[config.mk]
export PLATFORM = sky130hd
export DESIGN_NAME = sset_ctrl
export DESIGN_NICKNAME = d
export VERILOG_FILES = /design/src/hdl/sparse_set_insert_remove_macros.svh /design/src/hdl/sset_pkg.sv /design/src/hdl/sset_ctrl.sv
export SDC_FILE = /design/constraint.sdc
export NUM_CORES = 1
export LEC_CHECK = 0
export ABC_AREA = 0
export BUFFER_PORTS_ARGS = -buffer_cell sky130_fd_sc_hd__clkbuf_2
export CORE_AREA = 3 3 40 42
export CTS_CLUSTER_SIZE = 8
export DETAILED_ROUTE_END_ITERATION = 8
export DIE_AREA = 0 0 43 45
export PLACE_DENSITY = 0.37
export SLEW_MARGIN = 20
export SYNTH_ARGS = -nofsm -noshare
export SYNTH_HDL_FRONTEND = slang
export SYNTH_SLANG_ARGS = --single-unit
[constraint.sdc]
create_clock -name clk -period 1.5 [get_ports clk]
set_clock_uncertainty 0.2 [all_clocks]
set_input_delay 0.225 -clock clk [delete_from_list [all_inputs] [get_ports clk]]
set_output_delay 0.225 -clock clk [all_outputs]
set_load 0.02 [all_outputs]
[src/hdl/sparse_set_insert_remove_macros.svh]
// ----------------------------------------------------------------------------
// Sparse set assertion macros
// Shared concurrent assertion forms, clocked on clk and held off in reset.
// ----------------------------------------------------------------------------
`ifndef SPARSE_SET_INSERT_REMOVE_MACROS_SVH
`define SPARSE_SET_INSERT_REMOVE_MACROS_SVH

// property must hold at every clock edge outside reset
`define SSET_ASSERT(label, prop) \
	label: assert property (@(posedge clk) disable iff (!arst_n) prop) \
		else $error("%m: check failed");

// condition must never be true outside reset
`define SSET_NEVER(label, cond) \
	label: assert property (@(posedge clk) disable iff (!arst_n) !(cond)) \
		else $error("%m: forbidden condition seen");

`endif

[src/hdl/sset_pkg.sv]
// ----------------------------------------------------------------------------
// Sparse set package
// Types and constants shared by the controller and the datapath.
// ----------------------------------------------------------------------------
`timescale 1ns / 1ps

package sset_pkg;

	// fixed field widths of the streams
	localparam int unsigned STATUS_W = 2;
	localparam int unsigned COUNT_W  = 11;
	localparam int unsigned SLOT_W   = 10;
	localparam int unsigned ENT_W    = 32;
	localparam int unsigned M_DATA_W = 24;

	// request kinds
	localparam logic ACT_INSERT = 1'b0;
	localparam logic ACT_REMOVE = 1'b1;

	// result status codes
	typedef enum logic [STATUS_W-1:0] {
		STAT_OK      = 2'd0,
		STAT_PRESENT = 2'd1,
		STAT_ABSENT  = 2'd2,
		STAT_FULL    = 2'd3
	} status_t;

	// controller states
	typedef enum logic [1:0] {
		S_CLEAR,
		S_IDLE,
		S_CHECK,
		S_MOVE
	} state_t;

	// controller to datapath commands
	typedef struct packed {
		logic clear;   // write one cleared sparse row
		logic accept;  // take the request and issue the reads
		logic commit;  // decide, do first writes, load the result
		logic move;    // write the moved last entry into the hole
	} cmd_t;

	// datapath to controller status
	typedef struct packed {
		logic clr_done;   // clearing pass at last row
		logic out_free;   // result register can take a new result
		logic need_move;  // remove leaves a hole to fill
	} sts_t;

endpackage

[src/hdl/sset_ctrl.sv]
// ----------------------------------------------------------------------------
// Sparse set controller
// Sequences the clearing pass and the read, check and move steps of a request.
// ----------------------------------------------------------------------------
`timescale 1ns / 1ps

module sset_ctrl
	import sset_pkg::*;
(
	input  logic   clk,
	input  logic   arst_n,
	input  logic   s_tvalid,
	output logic   s_tready,
	input  sts_t   sts,
	output cmd_t   cmd
);

	state_t state_q;
	state_t state_nxt;

	// state register
	always_ff @(posedge clk or negedge arst_n) begin
		if (!arst_n) begin
			state_q <= S_CLEAR;
		end else begin
			state_q <= state_nxt;
		end
	end

	// next state
	always_comb begin
		state_nxt = state_q;
		unique case (state_q)
			S_CLEAR: begin
				if (sts.clr_done) state_nxt = S_IDLE;
			end
			S_IDLE: begin
				if (s_tvalid) state_nxt = S_CHECK;
			end
			S_CHECK: begin
				if (sts.out_free) state_nxt = sts.need_move ? S_MOVE : S_IDLE;
			end
			S_MOVE: begin
				state_nxt = S_IDLE;
			end
			default: state_nxt = S_CLEAR;
		endcase
	end

	// outputs
	always_comb begin
		cmd      = '0;
		s_tready = 1'b0;
		unique case (state_q)
			S_CLEAR: begin
				cmd.clear = 1'b1;
			end
			S_IDLE: begin
				s_tready   = 1'b1;
				cmd.accept = s_tvalid;
			end
			S_CHECK: begin
				cmd.commit = sts.out_free;
			end
			S_MOVE: begin
				cmd.move = 1'b1;
			end
			default: begin
				cmd = '0;
			end
		endcase
	end

endmodule

After elaboration in Yosys (flattened, before gate mapping)
Cells that the tools add are included.
Word-level totals
  input bits: 6
  flip-flop bits (word level): 2
  word-level logic and storage cells: 19
Operators by class
  equal/unequal tests: 6
  reduce and logical (&&, ||, !) cells: 2
  mux-type cells: 10
Operator list (count)
  $mux W2: 4
  $pmux W2 S4: 1
  $ne A2 B2 Y1 const B: 3
  $mux W1: 5
  $eq A2 B2 Y1 const B: 2
  $reduce_and A3 Y1: 1
  $eq A2 B1 Y1 const B: 1
  $logic_not A2 Y1: 1

Depth between registers and ports, before layout
  depth in word-level cells: 3
  mapped depth: 5
  gate-level depth less buffers: 5

Worst setup path before layout
Ideal clock, no wire load.
  path type: reg-to-reg
  from: register state_q[0]
  to: register state_q[0]
  setup slack: -0.191 ns
  arrival time: 1.411 ns
  data required time: 1.221 ns
  cell stages (with the launch flop): 5
  setup time: 0.079 ns
  cells stage by stage: dfrtp_1 > inv_1 > ha_1 > a222oi_1 > mux2i_1
Between the ends
  longest elaborated chain between the ends: 3
  elaborated cells between the ends (all ways): 9
  classes of those cells: eq/ne: 6; mux: 1; reduce/logical: 2
Ends and longest elaborated chain
  start: declaration: line sset_ctrl.sv:18  | state_t state_q;
  start signal: assignment: line sset_ctrl.sv:26  | state_q <= state_nxt;
  $eq A2 B2 Y1, or another cell as far along: line sset_ctrl.sv:33  | unique case (state_q)
  $ne A2 B2 Y1 (no line)
  $reduce_and A3 Y1 (no line)
Several ways; a longest one is shown, not always the timed one.
A chain may end at the register's enable or synchronous reset.

==> impl_metrics.py <==
metrics = {
    "cts": {
        "root_buffer": "clkbuf_4",
        "clock_path_buffers": 2,
        "cts_tree": "done",
        "insertion_delay_ps": 220,
        "cts_sinks": 2,
        "path_clk_slew_ps": 30,
        "cts.htree.levels": 1,
        "cts_buffers": 3,
    },
    "floorplan": {
        "die_w_um": 43,
        "pin_count": 11,
        "dieHeight_um": 45,
        "rows": 13,
        "die_area_um2": 1935,
        "initial_core_util_pct": 14.51,
        "core_um2": 1285,
    },
    "timing": {
        "setup_viol": 7,
        "worst_slew_pin_slew_ps": 279.4,
        "layout_setup_ws_ps": -169.6,
        "fmax_mhz": 598.9,
        "final_hold_viol_count": 0,
        "relSlewSlack_pct": 81.38,
        "rsz0062_at_grt": "true",
        "period_minus_slack_ps": 1670,
        "tns_ps": -890.4,
        "slew_viol_final": 0,
        "fin_crit_sh_pct": 111.3,
    },
    "synthesis": {
        "syn_area_um2": 186.4,
        "ys_ff_latch": 2,
        "yosys_warnings": 0,
        "ys_types": 9,
        "avgSynthCellArea_um2": 9.812,
        "syn-num-nets": 30,
        "syn_inst": 19,
        "yosysSeqAreaShare_pct": 26.85,
    },
    "layout": {
        "final_cell_area_um2": 465.4,
        "largest_reg_flops": 2,
        "drive_above_1_share_pct": 73.81,
        "syn_to_final_growth_pct": 149.7,
        "fin_nets": 55,
        "fin_cells": 57,
        "max_flop_register": "state_q",
        "largestRegisters": "state_q x2",
        "n_antenna_cell": 0,
        "utilization_pct": 36.22,
    },
    "pwr": {
        "p_seq_share_pct": 11.5,
        "finalPower_mw": 0.9060,
        "p_clk_share_pct": 13.2,
        "p_leak_nw": 0.2402,
        "cellInternalPower_mw": 0.5614,
        "switching_share_pct": 38.04,
        "comb_power_share_pct": 75.2,
        "switchingPower_mw": 0.3447,
        "vdd_drop_max_mv": 0.9384,
        "p_per_area_nw_per_um2": 1947,
    },
    "grt": {
        "grt_antenna_before_repair": 0,
        "grt_max_degree": 4,
        "grt_pass1_vias": 232,
        "grt_pass1_wl_um": 938,
        "overflow": 0,
        "grt.total_usage_pct": 6.828,
    },
    "worst_setup_path": {
        "cpMaxStageDelayCell": "dfrtp_1",
        "crit_type": "flip-flop to primary output",
        "critPathArrivalTime_ps": 1240,
        "critPathCaptureType": "primary output",
        "cp_max_fo": 3,
        "critPathLaunch": "state_q[1]$_DFFE_PN0P_",
        "path_cells": "inv_2, buf_4, ha_4, and2_4, clkbuf_8",
        "max_stage_delay_ps": 400,
        "timing.rr.start": "state_q[1]$_DFFE_PN0P_",
        "worstSetupStartpointType": "flip-flop",
        "required_ps": 1070,
    },
    "routing": {
        "drc": 0,
        "via_per_inst": 3.579,
        "wl_per_cell_um": 8.789,
        "dr.pass1.iters": 4,
        "routed_wl_um": 501,
        "first_iter_violations": 3,
        "vias": 204,
        "ant_nets": 0,
    },
    "outcome": {
        "violations": "negative setup slack",
        "outcome": "finished with violations",
    },
    "placed_design": {
        "place.gp.congestion": 0.7257,
        "io_buffers": 10,
        "placed_cells": 49,
        "dpl_cell_area_um2": 320.3,
    },
    "worst_hold_path": {
        "hold_path.class": "primary input to asynchronous set/reset pin",
    },
    "flow_run": {
        "cap_violations": 0,
    },
}
[worst max-delay path, delay by kind of cell (launching register included)]
family / cells / cell delay (ps)
buffers and inverters: 3 / 340
DFF: 1 / 400
and+or+nand+nor: 1 / 130
adders and majority gates: 1 / 150
[per-layer routing]
layer / vias to the layer above / global-route usage [%] / wire (µm)
met5: - / 0 / 0
met4: 0 / 7.229 / 0
met3: 0 / 1.195 / 41
met2: 10 / 10.48 / 247
met1: 86 / 7.711 / 213
li1: 108 / - / -
[logic make-up (layout without fill, tap and decap cells)]
| group | after synthesis | count (layout) | synth area share, % |
|---|---|---|---|
| flops | 2 | 2 | 26.85 |
| mux | 2 | 2 | 10.74 |
| simple gates | 3 | 3 | 9.398 |
| fa+ha+maj | 5 | 5 | 33.56 |
| buf+inv | 5 | 28 | 10.07 |
| compound gates | 2 | 2 | 9.398 |
[power by group through the flow]
stage          clock network [mW]  registers [mW]  logic [mW]
2_1_floorplan                   0           0.111       0.300
3_3_place_gp                    0           0.108       0.461
3_5_place_dp                    0           0.106       0.465
4_1_cts                     0.130           0.104       0.638
5_1_grt                     0.141           0.107       0.745
6_report                    0.120           0.104       0.682
[area by class of cell]
class                   count  area, µm²
flip-flops and latches      2      50.05
well taps                  15      18.77
multi-input cells          12      173.9
inverters                   5      18.77
clock buffers               3      22.52
fillers                   131      819.5
repair buffers             20      181.4
[cell usage after synthesis]
library cell | n | area share [%]
and2_1 | 1 | 3.4
and2_2 | 1 | 4.0
a21o_1 | 1 | 4.0
inv_1 | 5 | 10
mux2i_1 | 2 | 11
nand2_1 | 1 | 2.0
ha_1 | 5 | 34
a222oi_1 | 1 | 5.4
dfrtp_1 | 2 | 27
[path summary, 6_finish.rpt]
path	end	slack (ps)	depth (start not counted)
min reg2reg	state_q[0]$_DFFE_PN0P_	430	2
max	cmd[2]	-170	5
min	state_q[0]$_DFFE_PN0P_	120	2
min in group clk	state_q[1]$_DFFE_PN0P_	210	4
max reg2reg	state_q[1]$_DFFE_PN0P_	-170	6
max in group asynchronous	state_q[1]$_DFFE_PN0P_	880	2
[stage by stage]
step / hold slack [ps] / setup slack, ps
6_report: 122.2 / -169.6
5_1_grt: 120.4 / -287.1
4_1_cts: 105.8 / -199.2
3_5_place_dp: -187.5 / -114.3
3_3_place_gp: -189.5 / -105.8
2_1_floorplan: -270.6 / -79.33
[cell usage in the layout, fill, tap and decap left out, drive strengths merged]
cell and n:
ha 5, clkbuf 11, a222oi 1, and2 2, buf 11, nand2 1, dfrtp 2, mux2i 2
a21o 1, dlygate4sd3 1, inv 5
[what timing repair did]
action	CTS	global route
hold endpoints to repair	2	0
gates resized for setup	16	5
endpoints found under the setup margin	6	7
buffers inserted	3	1
pin swaps	2	0
hold buffers	1	0
No activity file was read; power rests on OpenSTA's default activity.
